===== src/hdl/owm_pkg.sv =====
// Package for the 1-Wire bus master: op codes, register indexes, shared types.
// No dependencies.
package owm_pkg;

  localparam int CounterWidthDefault = 11;
  localparam int CfgW = 11;
  localparam int AddrW = 5;
  localparam logic [7:0] ReadRecoveryTicks = 8'd55;

  localparam logic [2:0] OP_TICK    = 3'd0;
  localparam logic [2:0] OP_RESET   = 3'd1;
  localparam logic [2:0] OP_WRITE   = 3'd2;
  localparam logic [2:0] OP_READ    = 3'd3;
  localparam logic [2:0] OP_TRIPLET = 3'd4;
  localparam logic [2:0] OP_NOP     = 3'd5;
  localparam logic [2:0] KindMax    = OP_TRIPLET;

  localparam logic [2:0] REG_RESET_LOW      = 3'd0;
  localparam logic [2:0] REG_PRESENCE_WAIT  = 3'd1;
  localparam logic [2:0] REG_RESET_RECOVERY = 3'd2;
  localparam logic [2:0] REG_SHORT_LOW      = 3'd3;
  localparam logic [2:0] REG_W1_RELEASE     = 3'd4;
  localparam logic [2:0] REG_W0_LOW         = 3'd5;
  localparam logic [2:0] REG_W0_RELEASE     = 3'd6;
  localparam logic [2:0] REG_READ_SAMPLE    = 3'd7;

  localparam logic [10:0] RstResetLow      = 11'd500;
  localparam logic [10:0] RstPresenceWait  = 11'd70;
  localparam logic [10:0] RstResetRecovery = 11'd1000;
  localparam logic [7:0]  RstShortLow      = 8'd6;
  localparam logic [7:0]  RstW1Release     = 8'd6;
  localparam logic [7:0]  RstW0Low         = 8'd60;
  localparam logic [7:0]  RstW0Release     = 8'd10;
  localparam logic [7:0]  RstReadSample    = 8'd9;

  typedef struct packed {
    logic [10:0] reset_low_ticks;
    logic [10:0] presence_wait_ticks;
    logic [10:0] reset_recovery_ticks;
    logic [7:0]  short_low_ticks;
    logic [7:0]  write_one_release_ticks;
    logic [7:0]  write_zero_low_ticks;
    logic [7:0]  write_zero_release_ticks;
    logic [7:0]  read_sample_ticks;
  } cfg_t;

  typedef struct packed {
    logic [2:0] op;
    logic [7:0] write_value;
    logic       search_direction;
    logic       line_level;
  } item_t;

  typedef struct packed {
    logic  valid;
    item_t item;
  } head_t;

  typedef struct packed {
    logic       drive_low;
    logic       busy_res;
    logic       done_res;
    logic [7:0] read_value;
    logic       presence;
    logic       direction_taken;
    logic       discrepancy;
    logic       no_response;
    logic       rejected;
  } result_t;

endpackage


===== src/hdl/owm_if.sv =====
// Valid/ready channel interfaces for the 1-Wire master: request and response.
// No dependencies.
interface owm_req_if;
  logic       valid;
  logic       ready;
  logic [2:0] kind;
  logic [7:0] write_value;
  logic       search_direction;
  logic       line_level;

  modport source (output valid, kind, write_value, search_direction, line_level,
                  input ready);
  modport sink (input valid, kind, write_value, search_direction, line_level,
                output ready);
endinterface

interface owm_rsp_if;
  logic       valid;
  logic       ready;
  logic       drive_low;
  logic       busy_res;
  logic       done_res;
  logic [7:0] read_value;
  logic       presence;
  logic       direction_taken;
  logic       discrepancy;
  logic       no_response;
  logic       rejected;

  modport source (output valid, drive_low, busy_res, done_res, read_value, presence,
                  direction_taken, discrepancy, no_response, rejected,
                  input ready);
  modport sink (input valid, drive_low, busy_res, done_res, read_value, presence,
                direction_taken, discrepancy, no_response, rejected,
                output ready);
endinterface


===== src/hdl/owm_front.sv =====
// Front end: classifies request beats and holds them in a two-entry queue.
// Depends on owm_pkg and owm_req_if.
module owm_front (
  input  logic           clk,
  input  logic           rst,
  owm_req_if.sink        req,
  input  logic           pop,
  output owm_pkg::head_t head
);
  import owm_pkg::*;

  localparam logic [1:0] Full = 2'd2;

  item_t      entries [2];
  item_t      incoming;
  logic       wr_ptr;
  logic       rd_ptr;
  logic [1:0] count;
  logic       push;

  always_comb begin
    incoming.op               = (req.kind > KindMax) ? OP_NOP : req.kind;
    incoming.write_value      = req.write_value;
    incoming.search_direction = req.search_direction;
    incoming.line_level       = req.line_level;
  end

  assign req.ready = (count != Full);
  assign push      = req.valid && req.ready;

  always_ff @(posedge clk) begin
    if (push) begin
      entries[wr_ptr] <= incoming;
    end
  end

  always_ff @(posedge clk) begin
    if (rst) begin
      wr_ptr <= 1'b0;
      rd_ptr <= 1'b0;
      count  <= 2'd0;
    end else begin
      if (push) begin
        wr_ptr <= ~wr_ptr;
      end
      if (pop) begin
        rd_ptr <= ~rd_ptr;
      end
      if (push && !pop) begin
        count <= count + 2'd1;
      end else if (pop && !push) begin
        count <= count - 2'd1;
      end
    end
  end

  assign head.valid = (count != 2'd0);
  assign head.item  = entries[rd_ptr];

endmodule


===== src/hdl/owm_back.sv =====
// Back end: bus timing engine, one queued beat per cycle unless the response stalls, registered response.
// Depends on owm_pkg and owm_rsp_if.
module owm_back #(
  parameter int CounterWidth = owm_pkg::CounterWidthDefault
) (
  input  logic           clk,
  input  logic           rst,
  input  owm_pkg::cfg_t  cfg,
  input  owm_pkg::head_t head,
  output logic           pop,
  owm_rsp_if.source      rsp
);
  import owm_pkg::*;

  localparam int LenW = (CounterWidth > CfgW) ? CounterWidth : CfgW;
  localparam logic [LenW-1:0] MaxLen = LenW'((1 << CounterWidth) - 1);

  localparam logic [3:0] PH_IDLE     = 4'd0;
  localparam logic [3:0] PH_RST_LOW  = 4'd1;
  localparam logic [3:0] PH_RST_WAIT = 4'd2;
  localparam logic [3:0] PH_RST_REC  = 4'd3;
  localparam logic [3:0] PH_RD_LOW   = 4'd4;
  localparam logic [3:0] PH_RD_WAIT  = 4'd5;
  localparam logic [3:0] PH_RD_REC   = 4'd6;
  localparam logic [3:0] PH_WR_LOW   = 4'd7;
  localparam logic [3:0] PH_WR_REL   = 4'd8;

  typedef struct packed {
    logic [3:0]              phase;
    logic [CounterWidth-1:0] tick_count;
    logic [2:0]              bit_index;
    logic [7:0]              shift_byte;
    logic [2:0]              active_command;
    logic [1:0]              triplet_bits;
    logic                    held_direction;
    logic                    finished;
  } eng_t;

  logic [3:0]              phase;
  logic [CounterWidth-1:0] tick_count;
  logic [2:0]              bit_index;
  logic [7:0]              shift_byte;
  logic [2:0]              active_command;
  logic [1:0]              triplet_bits;
  logic                    held_direction;

  eng_t    cur;
  eng_t    nxt;
  result_t res;
  result_t res_q;
  logic    res_valid;
  logic    rejected;

  function automatic logic [LenW-1:0] clampd(input logic [CfgW-1:0] d);
    logic [LenW-1:0] e;
    e = LenW'(d);
    return (e > MaxLen) ? MaxLen : e;
  endfunction

  function automatic logic [CfgW-1:0] atleast1(input logic [CfgW-1:0] d);
    return (d == '0) ? CfgW'(1) : d;
  endfunction

  function automatic logic one_write(input eng_t s);
    return (s.active_command == OP_TRIPLET) && s.held_direction;
  endfunction

  function automatic logic [LenW-1:0] phase_len(input eng_t s, input cfg_t c);
    logic [LenW-1:0] len;
    case (s.phase)
      PH_RST_LOW:  len = clampd(atleast1(c.reset_low_ticks));
      PH_RST_WAIT: len = clampd(atleast1(c.presence_wait_ticks));
      PH_RST_REC:  len = clampd(c.reset_recovery_ticks);
      PH_RD_LOW:   len = clampd(atleast1(CfgW'(c.short_low_ticks)));
      PH_RD_WAIT:  len = clampd(CfgW'(c.read_sample_ticks));
      PH_RD_REC:   len = clampd(CfgW'(ReadRecoveryTicks));
      PH_WR_LOW:   len = clampd(atleast1(one_write(s) ? CfgW'(c.short_low_ticks)
                                                      : CfgW'(c.write_zero_low_ticks)));
      PH_WR_REL:   len = clampd(one_write(s) ? CfgW'(c.write_one_release_ticks)
                                             : CfgW'(c.write_zero_release_ticks));
      default:     len = LenW'(1);
    endcase
    return len;
  endfunction

  function automatic eng_t enter(input eng_t s, input logic [3:0] p);
    eng_t r;
    r            = s;
    r.phase      = p;
    r.tick_count = '0;
    return r;
  endfunction

  function automatic eng_t start_slot(input eng_t s);
    eng_t r;
    if (s.active_command == OP_WRITE) begin
      r = enter(s, s.shift_byte[0] ? PH_RD_LOW : PH_WR_LOW);
    end else if (s.active_command == OP_TRIPLET && s.bit_index == 3'd2) begin
      r = enter(s, PH_WR_LOW);
    end else begin
      r = enter(s, PH_RD_LOW);
    end
    return r;
  endfunction

  function automatic eng_t finish(input eng_t s);
    eng_t r;
    r          = enter(s, PH_IDLE);
    r.finished = 1'b1;
    return r;
  endfunction

  function automatic eng_t bit_complete(input eng_t s);
    eng_t r;
    r = s;
    if (s.active_command == OP_TRIPLET) begin
      if (s.bit_index == 3'd0) begin
        r.bit_index = 3'd1;
        r = start_slot(r);
      end else if (s.bit_index == 3'd1) begin
        if (s.triplet_bits == 2'b11) begin
          r = finish(r);
        end else begin
          if (s.triplet_bits[0] != s.triplet_bits[1]) begin
            r.held_direction = s.triplet_bits[0];
          end
          r.bit_index = 3'd2;
          r = start_slot(r);
        end
      end else begin
        r = finish(r);
      end
    end else if (s.bit_index == 3'd7) begin
      r = finish(r);
    end else begin
      r.bit_index = s.bit_index + 3'd1;
      if (s.active_command == OP_WRITE) begin
        r.shift_byte = {1'b0, s.shift_byte[7:1]};
      end
      r = start_slot(r);
    end
    return r;
  endfunction

  function automatic eng_t end_phase(input eng_t s, input logic level);
    eng_t r;
    r = s;
    case (s.phase)
      PH_RST_LOW: r = enter(r, PH_RST_WAIT);
      PH_RST_WAIT: begin
        r.triplet_bits = {1'b0, ~level};
        r = enter(r, PH_RST_REC);
      end
      PH_RST_REC: r = finish(r);
      PH_RD_LOW: r = enter(r, PH_RD_WAIT);
      PH_RD_WAIT: begin
        if (s.active_command == OP_READ) begin
          r.shift_byte = {level, s.shift_byte[7:1]};
        end else if (s.active_command == OP_TRIPLET) begin
          if (s.bit_index[0]) begin
            r.triplet_bits[1] = s.triplet_bits[1] | level;
          end else begin
            r.triplet_bits[0] = s.triplet_bits[0] | level;
          end
        end
        r = enter(r, PH_RD_REC);
      end
      PH_RD_REC: r = bit_complete(r);
      PH_WR_LOW: r = enter(r, PH_WR_REL);
      PH_WR_REL: r = bit_complete(r);
      default: r = enter(r, PH_IDLE);
    endcase
    return r;
  endfunction

  always_comb begin
    cur.phase          = phase;
    cur.tick_count     = tick_count;
    cur.bit_index      = bit_index;
    cur.shift_byte     = shift_byte;
    cur.active_command = active_command;
    cur.triplet_bits   = triplet_bits;
    cur.held_direction = held_direction;
    cur.finished       = 1'b0;
    nxt      = cur;
    rejected = 1'b0;
    case (head.item.op)
      OP_TICK: begin
        if (cur.phase != PH_IDLE) begin
          nxt.tick_count = cur.tick_count + CounterWidth'(1);
          if (LenW'(nxt.tick_count) >= phase_len(nxt, cfg)) begin
            nxt = end_phase(nxt, head.item.line_level);
            // zero-length phases resolve within the same tick
            if (nxt.phase != PH_IDLE && phase_len(nxt, cfg) == '0) begin
              nxt = end_phase(nxt, head.item.line_level);
            end
          end
        end
      end
      OP_RESET, OP_WRITE, OP_READ, OP_TRIPLET: begin
        if (cur.phase != PH_IDLE) begin
          rejected = 1'b1;
        end else begin
          nxt.active_command = head.item.op;
          nxt.bit_index      = 3'd0;
          nxt.triplet_bits   = 2'b00;
          if (head.item.op == OP_RESET) begin
            nxt = enter(nxt, PH_RST_LOW);
          end else begin
            nxt.shift_byte = (head.item.op == OP_WRITE) ? head.item.write_value : 8'd0;
            if (head.item.op == OP_TRIPLET) begin
              nxt.held_direction = head.item.search_direction;
            end
            nxt = start_slot(nxt);
          end
        end
      end
      default: ;
    endcase

    res                 = '0;
    res.drive_low       = (nxt.phase == PH_RST_LOW) || (nxt.phase == PH_RD_LOW) ||
                          (nxt.phase == PH_WR_LOW);
    res.busy_res        = (nxt.phase != PH_IDLE);
    res.done_res        = nxt.finished;
    res.rejected        = rejected;
    if (nxt.finished) begin
      if (nxt.active_command == OP_READ) begin
        res.read_value = nxt.shift_byte;
      end else if (nxt.active_command == OP_RESET) begin
        res.presence = nxt.triplet_bits[0];
      end else if (nxt.active_command == OP_TRIPLET) begin
        if (nxt.triplet_bits == 2'b11) begin
          res.no_response = 1'b1;
        end else begin
          res.direction_taken = nxt.held_direction;
          res.discrepancy     = (nxt.triplet_bits == 2'b00);
        end
      end
    end
  end

  assign pop = head.valid && (!res_valid || rsp.ready);

  always_ff @(posedge clk) begin
    if (rst) begin
      phase          <= PH_IDLE;
      tick_count     <= '0;
      bit_index      <= 3'd0;
      shift_byte     <= 8'd0;
      active_command <= 3'd0;
      triplet_bits   <= 2'b00;
      held_direction <= 1'b0;
      res_valid      <= 1'b0;
    end else begin
      if (pop) begin
        phase          <= nxt.phase;
        tick_count     <= nxt.tick_count;
        bit_index      <= nxt.bit_index;
        shift_byte     <= nxt.shift_byte;
        active_command <= nxt.active_command;
        triplet_bits   <= nxt.triplet_bits;
        held_direction <= nxt.held_direction;
        res_valid      <= 1'b1;
      end else if (rsp.ready) begin
        res_valid <= 1'b0;
      end
    end
  end

  always_ff @(posedge clk) begin
    if (pop) begin
      res_q <= res;
    end
  end

  assign rsp.valid           = res_valid;
  assign rsp.drive_low       = res_q.drive_low;
  assign rsp.busy_res        = res_q.busy_res;
  assign rsp.done_res        = res_q.done_res;
  assign rsp.read_value      = res_q.read_value;
  assign rsp.presence        = res_q.presence;
  assign rsp.direction_taken = res_q.direction_taken;
  assign rsp.discrepancy     = res_q.discrepancy;
  assign rsp.no_response     = res_q.no_response;
  assign rsp.rejected        = res_q.rejected;

endmodule


===== src/hdl/onewire_bus_master_top.sv =====
// Top level of the 1-Wire bus master: timing registers, front queue, engine.
// Depends on owm_pkg, owm_if, owm_front and owm_back.
//
// Takes one request beat per clock while the front queue has room, tick or
// command alike, and returns one response beat for each, in order. A beat
// passes through the two-entry front queue and then the execute stage, whose
// registered output is the response; throughput is one beat per cycle unless
// the response channel stalls. Timing registers sit on the APB port at 4*i.
module onewire_bus_master_top #(
  parameter int CounterWidth = owm_pkg::CounterWidthDefault
) (
  input  logic                     clk,
  input  logic                     rst,
  owm_req_if.sink                  req,
  owm_rsp_if.source                rsp,
  input  logic                     psel,
  input  logic                     penable,
  input  logic                     pwrite,
  input  logic [owm_pkg::AddrW-1:0] paddr,
  input  logic [31:0]              pwdata,
  output logic [31:0]              prdata,
  output logic                     pready
);
  import owm_pkg::*;

  cfg_t       cfg;
  head_t      head;
  logic       pop;
  logic [2:0] reg_index;

  assign pready    = 1'b1;
  assign reg_index = paddr[AddrW-1:2];

  always_ff @(posedge clk) begin
    if (rst) begin
      cfg.reset_low_ticks          <= RstResetLow;
      cfg.presence_wait_ticks      <= RstPresenceWait;
      cfg.reset_recovery_ticks     <= RstResetRecovery;
      cfg.short_low_ticks          <= RstShortLow;
      cfg.write_one_release_ticks  <= RstW1Release;
      cfg.write_zero_low_ticks     <= RstW0Low;
      cfg.write_zero_release_ticks <= RstW0Release;
      cfg.read_sample_ticks        <= RstReadSample;
    end else if (psel && penable && pwrite && pready) begin
      case (reg_index)
        REG_RESET_LOW:      cfg.reset_low_ticks          <= pwdata[10:0];
        REG_PRESENCE_WAIT:  cfg.presence_wait_ticks      <= pwdata[10:0];
        REG_RESET_RECOVERY: cfg.reset_recovery_ticks     <= pwdata[10:0];
        REG_SHORT_LOW:      cfg.short_low_ticks          <= pwdata[7:0];
        REG_W1_RELEASE:     cfg.write_one_release_ticks  <= pwdata[7:0];
        REG_W0_LOW:         cfg.write_zero_low_ticks     <= pwdata[7:0];
        REG_W0_RELEASE:     cfg.write_zero_release_ticks <= pwdata[7:0];
        REG_READ_SAMPLE:    cfg.read_sample_ticks        <= pwdata[7:0];
        default: ;
      endcase
    end
  end

  always_comb begin
    case (reg_index)
      REG_RESET_LOW:      prdata = 32'(cfg.reset_low_ticks);
      REG_PRESENCE_WAIT:  prdata = 32'(cfg.presence_wait_ticks);
      REG_RESET_RECOVERY: prdata = 32'(cfg.reset_recovery_ticks);
      REG_SHORT_LOW:      prdata = 32'(cfg.short_low_ticks);
      REG_W1_RELEASE:     prdata = 32'(cfg.write_one_release_ticks);
      REG_W0_LOW:         prdata = 32'(cfg.write_zero_low_ticks);
      REG_W0_RELEASE:     prdata = 32'(cfg.write_zero_release_ticks);
      REG_READ_SAMPLE:    prdata = 32'(cfg.read_sample_ticks);
      default:            prdata = 32'd0;
    endcase
  end

  owm_front u_front (
    .clk  (clk),
    .rst  (rst),
    .req  (req),
    .pop  (pop),
    .head (head)
  );

  owm_back #(
    .CounterWidth (CounterWidth)
  ) u_back (
    .clk  (clk),
    .rst  (rst),
    .cfg  (cfg),
    .head (head),
    .pop  (pop),
    .rsp  (rsp)
  );

endmodule


===== src/flat_wrapper.sv =====
// flat-port wrapper written by rule: the top's interface ports become plain ports
module onewire_bus_master_top_flat import owm_pkg::*;
#(
  parameter int CounterWidth = owm_pkg::CounterWidthDefault
)
  (clk, rst, psel, penable, pwrite, paddr, pwdata, prdata, pready, req_valid, req_kind, req_write_value, req_search_direction, req_line_level, req_ready, rsp_valid, rsp_drive_low, rsp_busy_res, rsp_done_res, rsp_read_value, rsp_presence, rsp_direction_taken, rsp_discrepancy, rsp_no_response, rsp_rejected, rsp_ready);
  owm_req_if req_i ();
  owm_rsp_if rsp_i ();
  input  logic clk;
  input  logic rst;
  input  logic psel;
  input  logic penable;
  input  logic pwrite;
  input  logic [owm_pkg::AddrW-1:0] paddr;
  input  logic [31:0] pwdata;
  output logic [31:0] prdata;
  output logic pready;
  input wire logic [$bits(req_i.valid)-1:0] req_valid;
  input wire logic [$bits(req_i.kind)-1:0] req_kind;
  input wire logic [$bits(req_i.write_value)-1:0] req_write_value;
  input wire logic [$bits(req_i.search_direction)-1:0] req_search_direction;
  input wire logic [$bits(req_i.line_level)-1:0] req_line_level;
  output wire logic [$bits(req_i.ready)-1:0] req_ready;
  output wire logic [$bits(rsp_i.valid)-1:0] rsp_valid;
  output wire logic [$bits(rsp_i.drive_low)-1:0] rsp_drive_low;
  output wire logic [$bits(rsp_i.busy_res)-1:0] rsp_busy_res;
  output wire logic [$bits(rsp_i.done_res)-1:0] rsp_done_res;
  output wire logic [$bits(rsp_i.read_value)-1:0] rsp_read_value;
  output wire logic [$bits(rsp_i.presence)-1:0] rsp_presence;
  output wire logic [$bits(rsp_i.direction_taken)-1:0] rsp_direction_taken;
  output wire logic [$bits(rsp_i.discrepancy)-1:0] rsp_discrepancy;
  output wire logic [$bits(rsp_i.no_response)-1:0] rsp_no_response;
  output wire logic [$bits(rsp_i.rejected)-1:0] rsp_rejected;
  input wire logic [$bits(rsp_i.ready)-1:0] rsp_ready;
  assign req_i.valid = req_valid;
  assign req_i.kind = req_kind;
  assign req_i.write_value = req_write_value;
  assign req_i.search_direction = req_search_direction;
  assign req_i.line_level = req_line_level;
  assign req_ready = req_i.ready;
  assign rsp_valid = rsp_i.valid;
  assign rsp_drive_low = rsp_i.drive_low;
  assign rsp_busy_res = rsp_i.busy_res;
  assign rsp_done_res = rsp_i.done_res;
  assign rsp_read_value = rsp_i.read_value;
  assign rsp_presence = rsp_i.presence;
  assign rsp_direction_taken = rsp_i.direction_taken;
  assign rsp_discrepancy = rsp_i.discrepancy;
  assign rsp_no_response = rsp_i.no_response;
  assign rsp_rejected = rsp_i.rejected;
  assign rsp_i.ready = rsp_ready;
  onewire_bus_master_top #(.CounterWidth(CounterWidth)) u_core (.clk(clk), .rst(rst), .req(req_i), .rsp(rsp_i), .psel(psel), .penable(penable), .pwrite(pwrite), .paddr(paddr), .pwdata(pwdata), .prdata(prdata), .pready(pready));
endmodule

===== config.mk =====
export PLATFORM = sky130hd
export DESIGN_NAME = onewire_bus_master_top_flat
export DESIGN_NICKNAME = d
export VERILOG_FILES = /design/src/hdl/owm_pkg.sv /design/src/hdl/owm_if.sv /design/src/hdl/owm_front.sv /design/src/hdl/owm_back.sv /design/src/hdl/onewire_bus_master_top.sv /design/src/flat_wrapper.sv
export SDC_FILE = /design/constraint.sdc
export NUM_CORES = 1
export LEC_CHECK = 0
export ABC_AREA = 1
export BUFFER_PORTS_ARGS = -buffer_cell sky130_fd_sc_hd__buf_4
export CAP_MARGIN = 20
export CORE_ASPECT_RATIO = 0.75
export CORE_MARGIN = 2
export CORE_UTILIZATION = 50
export DETAILED_ROUTE_END_ITERATION = 12
export GPL_TIMING_DRIVEN = 0
export PLACE_DENSITY = 0.72
export SYNTH_ARGS = -nofsm -noshare
export SYNTH_HDL_FRONTEND = slang
export SYNTH_SLANG_ARGS = --single-unit

===== constraint.sdc =====
create_clock -name clk -period 10.5 [get_ports clk]
set_input_delay 2.1 -clock clk [delete_from_list [all_inputs] [get_ports clk]]
set_output_delay 2.1 -clock clk [all_outputs]
set_load 0.01 [all_outputs]

## After elaboration in Yosys (flattened, before gate mapping)

Memory sizes are Yosys's and may differ from the RTL's. A register that Yosys moved wholly into a read port is not among the register bits.
Cells that the tools add are included.

| word-level totals | value |
|---|---|
| register bits after elaboration | 126 |
| bits in writable memories | 26 |
| bits of input ports | 57 |
| output and inout bits | 51 |
| word-level logic and storage cells | 277 |
| memories kept | 1 |

| operators by class | value |
|---|---|
| $add $sub $neg | 5 |
| magnitude comparators | 10 |
| equality and inequality tests | 54 |
| mux-type cells | 119 |
| bitwise logic cells | 10 |
| reductions and logical operators | 50 |

Memories:

| name | words | width | read ports | clocked after Yosys merged registers in | wr ports | RTL line | source |
|---|---|---|---|---|---|---|---|
| u_core.u_front.entries | 2 | 13 | 1 | 1 | 1 | owm_front.sv:14 | `item_t entries [2];` |

Operators with widths:

| operator | count |
|---|---|
| 33-bit one-hot mux with 8 select lines | 2 |
| 33-bit 2-to-1 mux | 15 |
| 31-bit 2-to-1 mux | 13 |
| 8-bit 2-to-1 mux | 34 |
| 32-bit one-hot mux with 8 select lines | 1 |
| 32-bit 2-to-1 mux | 7 |
| 11-bit one-hot mux with 8 select lines | 2 |
| 11-bit 2-to-1 mux | 15 |
| 33-bit one-hot mux with 2 select lines | 1 |
| 8-bit by 11-bit > comparator with 1-bit output (second input constant) | 5 |
| 11-bit logical NOT | 5 |
| 4-bit by 3-bit equality test with 1-bit output (second input constant) | 10 |
| 3-bit by 2-bit equality test with 1-bit output (second input constant) | 11 |
| 11-bit > comparator (second input constant) | 3 |
| 3-bit equality test (second input constant) | 10 |
| 2-bit 2-to-1 mux | 13 |
| 2-bit AND reduction | 9 |
| 4-bit by 2-bit equality test with 1-bit output (second input constant) | 4 |
| 3-bit by 1-bit equality test with 1-bit output (second input constant) | 5 |
| 1-bit 2-to-1 mux | 15 |
| 4-bit by 1-bit equality test with 1-bit output (second input constant) | 3 |
| 3-bit logical NOT | 4 |
| 4-bit nonzero test | 3 |
| 11-bit by 1-bit adder with 11-bit output (second input constant) | 1 |
| 23 further kinds | 57 |

## Logic depth before layout (Yosys ltp)

Gate-level depths: netlist of the first run.

| depth | value |
|---|---|
| depth in word-level cells | 51 |
| gate-level depth with buffers | 27 |
| depth with buffers taken out | 25 |

## By module

From an unflattened synthesis of the first run, not the netlist that was laid out.

| second synthesis, totals | value |
|---|---|
| cell total of the unflattened synthesis | 1507 |
| area, all modules | 10272.4 sq um |

Modules (own cells, without submodules):

| module | instances | cells each | area an instance (sq um) | sequential area each (sq um) |
|---|---|---|---|---|
| owm_back | 1 | 907 | 5465.2 | 1141.1 |
| onewire_bus_master_top | 1 | 518 | 3567.2 | 1461.4 |
| owm_front | 1 | 82 | 1239.9 | 880.8 |

## Least setup slack after synthesis of the first run

No wires, ideal clock.

| timing | value |
|---|---|
| path kind | input to output |
| start point | input paddr[2] (netlist bit) |
| end point | output prdata[3] |
| data arrival time | 3107 ps |
| data required time | 8400 ps |
| path slack | 5293 ps |
| stages on the path | 6 |
| path through | inv_1 nor3_1 inv_1 o22ai_1 a21oi_1 o211ai_1 |

| on the way | value |
|---|---|
| longest elaborated chain between the ends | 2 |
| elaborated cells between the ends (all ways) | 9 |

Ends and longest elaborated chain:

| item | RTL line | source |
|---|---|---|
| start: declaration | flat_wrapper.sv:14 | `input logic [owm_pkg::AddrW-1:0] paddr;` |
| 3-bit equality test (tied with other cells) | onewire_bus_master_top.sv:60 | `case (reg_index)` |
| 32-bit one-hot mux with 8 select lines * | onewire_bus_master_top.sv:60 |  |
| end: declaration | flat_wrapper.sv:16 | `output logic [31:0] prdata;` |

Mark *: on every way between the ends. The rest lies on a longest branch, timed or not. The select of a mux whose other input is x is not followed.

## Worst setup path in the final report of the first run

| timing | value |
|---|---|
| start point | input paddr[2] (netlist bit) |
| end point | output prdata[5] |

The elaborated chain is that of the path after synthesis.

==> results.sh, run 1 <==
export IMPL_drc=0
export IMPL_post_cts_buffers=0
export IMPL_numCtsBuffers=17
export IMPL_ys_ff_latch=153
export IMPL_holdWs_ps=469
export IMPL_postRouteAntennaNets=0
export IMPL_top_level_ports=108
export IMPL_worst_ep_arrival_time_ps=3900
export IMPL_grt_pass1_vias=9767
export IMPL_placed_cells=1785
export IMPL_grt_usage=0.330
export IMPL_cp_end_kind="output pin"
export IMPL_slew_violations=0
export IMPL_clkSinkCount=153
export IMPL_n_antenna_cell=0
export IMPL_fp_dieH_um=126
export IMPL_leakage_uw=0.00488
export IMPL_synth_largest_area_cell="dfxtp_1"
export IMPL_fin_total_pwr_uw=2830
export IMPL_cp_max_fo=7
export IMPL_relSlewSlack=0.359
export IMPL_path_class="primary input to output pin"
export IMPL_clockPowerShare=0.233
export IMPL_hold_violations=0
export IMPL_antenna_found_initial=1
export IMPL_avgRoutedWirePerCell_um=19.1
export IMPL_fin_tns_setup_ps=0
export IMPL_place_congestion=1.01
export IMPL_setup_violations=0
export IMPL_hold_depth=1
export IMPL_worstRegToRegCells=24
export IMPL_p_per_area_mw_per_mm2=248
export IMPL_clock_root_buffer="clkbuf_16"
export IMPL_clk_path_buf_depth=2
export IMPL_grt_overflow_total=0
export IMPL_synth_warnings=0
export IMPL_hold_path_startpoint="u_core.u_front.rd_ptr$_SDFFE_PP0P_"
export IMPL_required_ps=8400
export IMPL_dr_first_iter_drc_count=1520
export IMPL_clk_pin_slew_ps=70
export IMPL_grt_pass1_wl_mm=54.0
export IMPL_fin_cells=1820
export IMPL_htreeDepth=4
export IMPL_drt_first_pass_iters=8
export IMPL_p_seq_frac=0.269
export IMPL_r2r_start="u_core.u_back.phase[1]$_SDFFE_PP0P_"
export IMPL_swShare=0.481
export IMPL_synth_main_ff_cell="dfxtp_1"
export IMPL_outcome="complete, no violations"
export IMPL_start_util=0.510
export IMPL_timing_rr_end="u_core.u_back.rsp.drive_low$_DFFE_PP_"
export IMPL_synthDominantCellAreaShare=0.225
export IMPL_layout_drive_gt1_share=0.101
export IMPL_reg2reg_setup_slack_ps=5060
export IMPL_dr_total_vias=10800
export IMPL_p_switching_uw=1360
export IMPL_synthCells=1449
export IMPL_ir_drop_mv=0.136
export IMPL_avgSynthCellArea_um2=6.82
export IMPL_max_cap_violations=0
export IMPL_drt_wl_total_mm=34.8
export IMPL_postCtsHoldBufs=0
export IMPL_synth_edf_count=42
export IMPL_cts_tree="done"
export IMPL_combPwrFrac=0.498
export IMPL_finalClockSkew_ps=18.9
export IMPL_hpwl_mm=26.5
export IMPL_hp_class="flop to flop"
export IMPL_fin_crit_sh=0.571
export IMPL_internal_power_uw=1470
export IMPL_portBuffers=61
export IMPL_core_rowCount=44
export IMPL_clock_latency_ps=450
export IMPL_synthDistinctLibCells=60
export IMPL_fin_nets=1636
export IMPL_area_growth_pct=15.3
export IMPL_synth_cell_area_mm2=0.00989
export IMPL_coreArea_mm2=0.0194
export IMPL_viasPerCell=5.93
export IMPL_die_area_mm2=0.0209
export IMPL_tightest_slew_ps=957
export IMPL_async_flop_share=0
export IMPL_fin_crit_ps=6000
export IMPL_yosysSeqAreaShare=0.352
export IMPL_clock_fmax_mhz=167
export IMPL_grt_max_degree=19
export IMPL_cts_resized_gates=0
export IMPL_rsz0062_at_grt="no"
export IMPL_worst_setup_path_start_kind="primary input"
export IMPL_synthTopCellsByArea="dfxtp_1 22%, edfxtp_1 13%, nand2_1 11%"
export IMPL_die_w_um=166
==> placed cells by master, fill, tap and decap left out, drive strengths merged, types with 6 or more instances in the layout <==
cell,n
nand3,58
conb,22
nand2,305
a221oi,9
nor3,21
dfxtp,111
o22ai,39
nor2,112
inv,220
o211ai,31
edfxtp,42
nor4,6
nand4,41
clkinv,9
ha,25
xor2,7
o21ai,138
clkbuf,57
buf,98
a31oi,10
a21oi,163
==> area by class of cell <==
cell class,count,area [µm²]
Multi-Input combinational cell,1027,5270
Buffer,72,392
Timing Repair Buffer,66,502
Inverter,217,817
Clock inverter,15,198
Tap cell,253,317
Sequential cell,153,3480
Fill cell,1904,7980
Clock buffer,17,425
==> metal layers <==
layer  global-route usage  vias up  wire, µm
li1                     -     5096         -
met1                0.483     4962     15400
met2                0.454      658     13500
met3                0.122       71      5150
met4               0.0877        0       743
met5                    0        -         0
==> cells in the mapped netlist, types with 6 or more instances <==
library cell	number
nand2_1	300
a21oi_1	163
nand4_1	38
a31oi_1	10
o211ai_1	31
nor4_1	6
o21ai_1	6
o22ai_1	39
xor2_1	7
buf_4	25
nor2_1	104
inv_1	207
nor3_1	20
nand3_1	56
clkbuf_1	39
edfxtp_1	42
dfxtp_1	111
a221oi_1	9
o21ai_0	131
ha_1	25
==> how the worst max path moves through the flow <==
stage / startpoint / end / slack [ps] / cells after the start
after floorplan: paddr[2] / prdata[3] / 5290 / 6
after detailed placement: paddr[4] / prdata[5] / 4610 / 7
after global routing: paddr[2] / prdata[5] / 4370 / 8
final: paddr[2] / prdata[5] / 4500 / 8
after CTS: paddr[4] / prdata[5] / 4590 / 7
after global placement: paddr[4] / prdata[5] / 4580 / 7
==> critical path, stage by stage <==
cell	delay, ps
buf_4	100
inv_1	70
nor3_1	660
inv_1	340
o22ai_1	290
a21oi_1	60
o211ai_1	120
buf_4	160
==> kinds of logic after synthesis <==
kind of cell             count (synthesis)  share of synthesized area
AND/OR/NAND/NOR                        554                      0.247
AO/OA/AOI/OAI                          416                      0.237
other                                    2                   0.000760
multiplexers                             1                    0.00101
flip-flops                             153                      0.352
adder cells (fa/ha/maj)                 25                     0.0316
XOR/XNOR                                 9                    0.00797
buffers and inverters                  289                      0.122
==> through the flow <==
step,utilization,setup WS (ps),area (µm²)
global route,0.588,4370,11400
global placement,0.554,4580,10700
detailed placement,0.555,4610,10800
floorplan,-,5290,9960
CTS,0.587,4590,11400
finish,0.588,4500,11400
==> flip-flops by register name, summed over array words and instances, names as in the netlist, named ones only <==
| signal | count |
|---|---|
| u_core.u_back.rsp.valid | 1 |
| u_core.u_front.entries | 26 |
| u_core.u_back.rsp.drive_low | 1 |
| u_core.u_back.rsp.direction_taken | 1 |
| u_core.u_back.active_command | 3 |
| u_core.u_back.rsp.rejected | 1 |
| u_core.u_back.rsp.discrepancy | 1 |
| u_core.u_back.tick_count | 11 |
| u_core.u_back.rsp.done_res | 1 |
| u_core.cfg | 73 |
| u_core.u_back.rsp.presence | 1 |
| u_core.u_back.bit_index | 3 |
| u_core.u_back.rsp.no_response | 1 |
| u_core.u_back.rsp.read_value | 8 |
| u_core.u_back.rsp.busy_res | 1 |
| u_core.u_front.wr_ptr | 1 |
| u_core.u_back.phase | 4 |
| u_core.u_front.rd_ptr | 1 |
| u_core.u_back.shift_byte | 8 |
| u_core.u_front.count | 2 |
| u_core.u_back.triplet_bits | 2 |
| u_core.u_back.held_direction | 1 |
==> power by group through the flow <==
| stage | clock, µW | combinational (µW) | sequential [µW] |
|---|---|---|---|
| after global placement | 0 | 1320 | 771 |
| after CTS | 662 | 1360 | 759 |
| final | 658 | 1410 | 760 |
| after detailed placement | 0 | 1350 | 772 |
| after global routing | 686 | 1540 | 770 |
| after floorplan | 0 | 921 | 774 |
Power figures use the tool's default switching activity.
==> inputs of run 2 (changes only) <==
--- a/config.mk
+++ b/config.mk
@@ -5,7 +5,7 @@
 export SDC_FILE = /design/constraint.sdc
 export NUM_CORES = 1
 export LEC_CHECK = 0
-export ABC_AREA = 1
+export ABC_AREA = 0
 export BUFFER_PORTS_ARGS = -buffer_cell sky130_fd_sc_hd__buf_4
 export CAP_MARGIN = 20
 export CORE_ASPECT_RATIO = 0.75
==> constraint.sdc (replaced) <==
create_clock -name clk -period 6.22 [get_ports clk]
set_input_delay 1.244 -clock clk [delete_from_list [all_inputs] [get_ports clk]]
set_output_delay 1.244 -clock clk [all_outputs]
set_load 0.01 [all_outputs]
==> run 2 against run 1 <==
Sequential share of layout area grew 0.68 points. Count of clock-buffer cells in the layout is 3 higher. Sequential power is 66% higher. Combinational power rose by 42%. Highest routed layer is now met5. Design area decreased by 2.2%. Die area shrank 1.8%. Clock skew about the same. Worst hold slack gained 24 ps. Critical path type is now flop to flop. Largest cell class unchanged. Critical path depth is 8 higher. Power grew 54%.
==> results.sh, run 2 <==
export IMPL_fin_tns_setup_ps=0
export IMPL_relSlewSlack=0.276
export IMPL_p_per_area_mw_per_mm2=391
export IMPL_fin_nets=1366
export IMPL_hpwl_mm=24.4
export IMPL_avgSynthCellArea_um2=8.18
export IMPL_leakage_uw=0.00422
export IMPL_pre_cts_ws_ps=814
export IMPL_drt_first_pass_iters=6
export IMPL_tightest_slew_ps=1080
export IMPL_area_growth_pct=15.0
export IMPL_ir_drop_mv=0.250
export IMPL_slowest_delay_ps=730
export IMPL_worst_ep_arrival_time_ps=5960
export IMPL_top_level_ports=108
export IMPL_htreeDepth=4
export IMPL_grt_overflow_total=0
export IMPL_avgRoutedWirePerCell_um=21.1
export IMPL_cts_tree="done"
export IMPL_fin_crit_ps=5760
export IMPL_cp_max_fo=10
export IMPL_rsz0062_at_grt="no"
export IMPL_synth_largest_area_cell="dfxtp_1"
export IMPL_setup_violations=0
export IMPL_final_setup_worst_slack_ps=457
export IMPL_hold_violations=0
export IMPL_async_flop_share=0
export IMPL_finalClockSkew_ps=18.5
export IMPL_synthDistinctLibCells=81
export IMPL_synthDominantCellAreaShare=0.229
export IMPL_clock_fmax_mhz=174
export IMPL_clock_latency_ps=450
export IMPL_regMostFlops="u_core.cfg"
export IMPL_clk_path_buf_depth=2
export IMPL_synthTopCellsByArea="dfxtp_1 23%, edfxtp_1 13%, mux2i_1 9.3%"
export IMPL_postCtsHoldBufs=0
export IMPL_viasPerCell=6.22
export IMPL_core_rowCount=44
export IMPL_synth_common_cells="159 x nor2_1, 148 x nand2_1, 111 x dfxtp_1"
export IMPL_layout_common_cells="159 x nor2_1, 148 x nand2_1, 111 x dfxtp_1"
export IMPL_die_w_um=165
export IMPL_dr_total_vias=9638
export IMPL_layout_commonest_cell="nor2_1"
export IMPL_final_fill_count=1774
export IMPL_grt_pass1_wl_mm=50.9
export IMPL_numCtsBuffers=17
export IMPL_cp_slowest_cell="o21ai_0"
export IMPL_place_congestion=0.993
export IMPL_synth_main_ff_cell="dfxtp_1"
export IMPL_top_regs="u_core.cfg x73, u_core.u_front.entries x26, u_core.u_back.tick_count x11"
export IMPL_path_class="flop to flop"
export IMPL_worst_setup_path_start_kind="flop"
export IMPL_required_ps=6420
export IMPL_post_cts_buffers=0
export IMPL_max_cap_violations=0
export IMPL_n_antenna_cell=0
export IMPL_start_util=0.506
export IMPL_ys_ff_latch=153
export IMPL_largest_reg_flops=73
export IMPL_coreArea_mm2=0.0192
export IMPL_clock_root_buffer="clkbuf_16"
export IMPL_cp_cell_sequence="buf_6 > clkbuf_1 > clkbuf_1 > buf_1 > a211oi_1 > nor4_1 > ha_1 > nor2b_1 > o21a_1 > o21ai_0 > a21oi_1 > o21ai_0 > a21oi_1 > a221oi_1 > inv_1 > a211oi_2"
export IMPL_cp_end_kind="flop"
export IMPL_layout_drive_gt1_share=0.120
export IMPL_synth_edf_count=42
export IMPL_clkSinkCount=153
export IMPL_die_area_mm2=0.0205
export IMPL_fin_crit_sh=0.927
export IMPL_antenna_found_initial=1
export IMPL_yosys_cell_count_top_type="nor2_1"
export IMPL_synth_cell_area_mm2=0.00970
export IMPL_drc=0
export IMPL_grt_usage=0.326
export IMPL_hp_class="flop to flop"
export IMPL_final_core_util=0.582
export IMPL_cts_resized_gates=0
export IMPL_fp_dieH_um=125
export IMPL_drt_wl_total_mm=32.7
export IMPL_outcome="complete, no violations"
export IMPL_synth_warnings=0
export IMPL_yosysSeqAreaShare=0.359
export IMPL_grt_max_degree=17
export IMPL_dr_first_iter_drc_count=1422
export IMPL_portBuffers=53
export IMPL_fin_total_pwr_uw=4360
export IMPL_synthCells=1186
export IMPL_slew_violations=0
export IMPL_postRouteAntennaNets=0
export IMPL_holdWs_ps=492
export IMPL_grt_pass1_vias=8823
export IMPL_clk_pin_slew_ps=70
run 2: changes by cell type in the layout (fill, tap and decap cells not counted), sizes merged, moves of 30 or more:
cell / before / now
nor2: 112 / 159
inv: 220 / 40
o22ai: 39 / 9
nand3: 58 / 27
a21oi: 163 / 86
mux2i: 1 / 91
o21ai: 138 / 71
nand2: 305 / 148
nand4: 41 / 8
run 2: layout make-up:
type / count / area, µm² / share of cell area
plain buffers: 94 / 445 / 0.0399
repair buffers: 59 / 449 / 0.0403
flip-flops and latches: 153 / 3480 / 0.312
well taps: 253 / 317 / 0.0284
inverters: 36 / 135 / 0.0121
clock buffers: 20 / 448 / 0.0402
clock inverters: 12 / 163 / 0.0146
multi-input cells: 923 / 5710 / 0.512
run 2: power by group:
part	leakage, µW	internal [µW]	switching (µW)
logic	0.00262	648	1350
clock network	0.000301	651	456
registers	0.00130	1180	80.6
total	0.00422	2480	1880
run 2: worst max-delay path: cells and delay by family (launching register included):
family | cells | cell delay (ps)
flops | 1 | 320
compound gates | 8 | 2460
fa+ha+maj | 1 | 390
buf+inv | 5 | 1500
simple gates | 2 | 860
run 2: worst paths after layout:
kind,start,to,slack (ps),depth (start not counted)
setup / recovery,u_core.u_back.phase[0]$_SDFFE_PP0P_,u_core.u_back.rsp.drive_low$_DFFE_PP_,460,16
hold / removal,u_core.u_back.rsp.valid$_SDFFE_PP0P_,u_core.u_back.rsp.valid$_SDFFE_PP0P_,490,2
setup reg to reg,u_core.u_back.phase[0]$_SDFFE_PP0P_,u_core.u_back.rsp.drive_low$_DFFE_PP_,460,16
hold reg to reg,u_core.u_back.rsp.valid$_SDFFE_PP0P_,u_core.u_back.rsp.valid$_SDFFE_PP0P_,490,2
run 2: per-stage QoR:
| step | std cells | instance area (µm²) |
|---|---|---|
| 4_1_cts | 1547 | 11100 |
| 5_1_grt | 1550 | 11200 |
| 6_report | 1550 | 11200 |
| 3_3_place_gp | 1512 | 10500 |
| 2_1_floorplan | 1206 | 9770 |
| 3_5_place_dp | 1515 | 10500 |
run 2: kinds of logic (layout without fill, tap and decap cells):
logic type | count (synthesis) | after routing | synth area share
mux | 117 | 117 | 0.128
flops | 153 | 153 | 0.359
compound gates | 276 | 276 | 0.182
simple gates | 469 | 469 | 0.224
xor+xnor | 14 | 14 | 0.0126
buf+inv | 130 | 221 | 0.0599
other cells | 2 | 22 | 0.000774
fa+ha+maj | 25 | 25 | 0.0323
run 2: layer usage:
layer,part of all wire,wire length (µm),track usage
met4,0.020,643,0.0967
met2,0.40,12900,0.430
met5,0.00034,11,0
met3,0.15,4800,0.0962
met1,0.44,14400,0.505
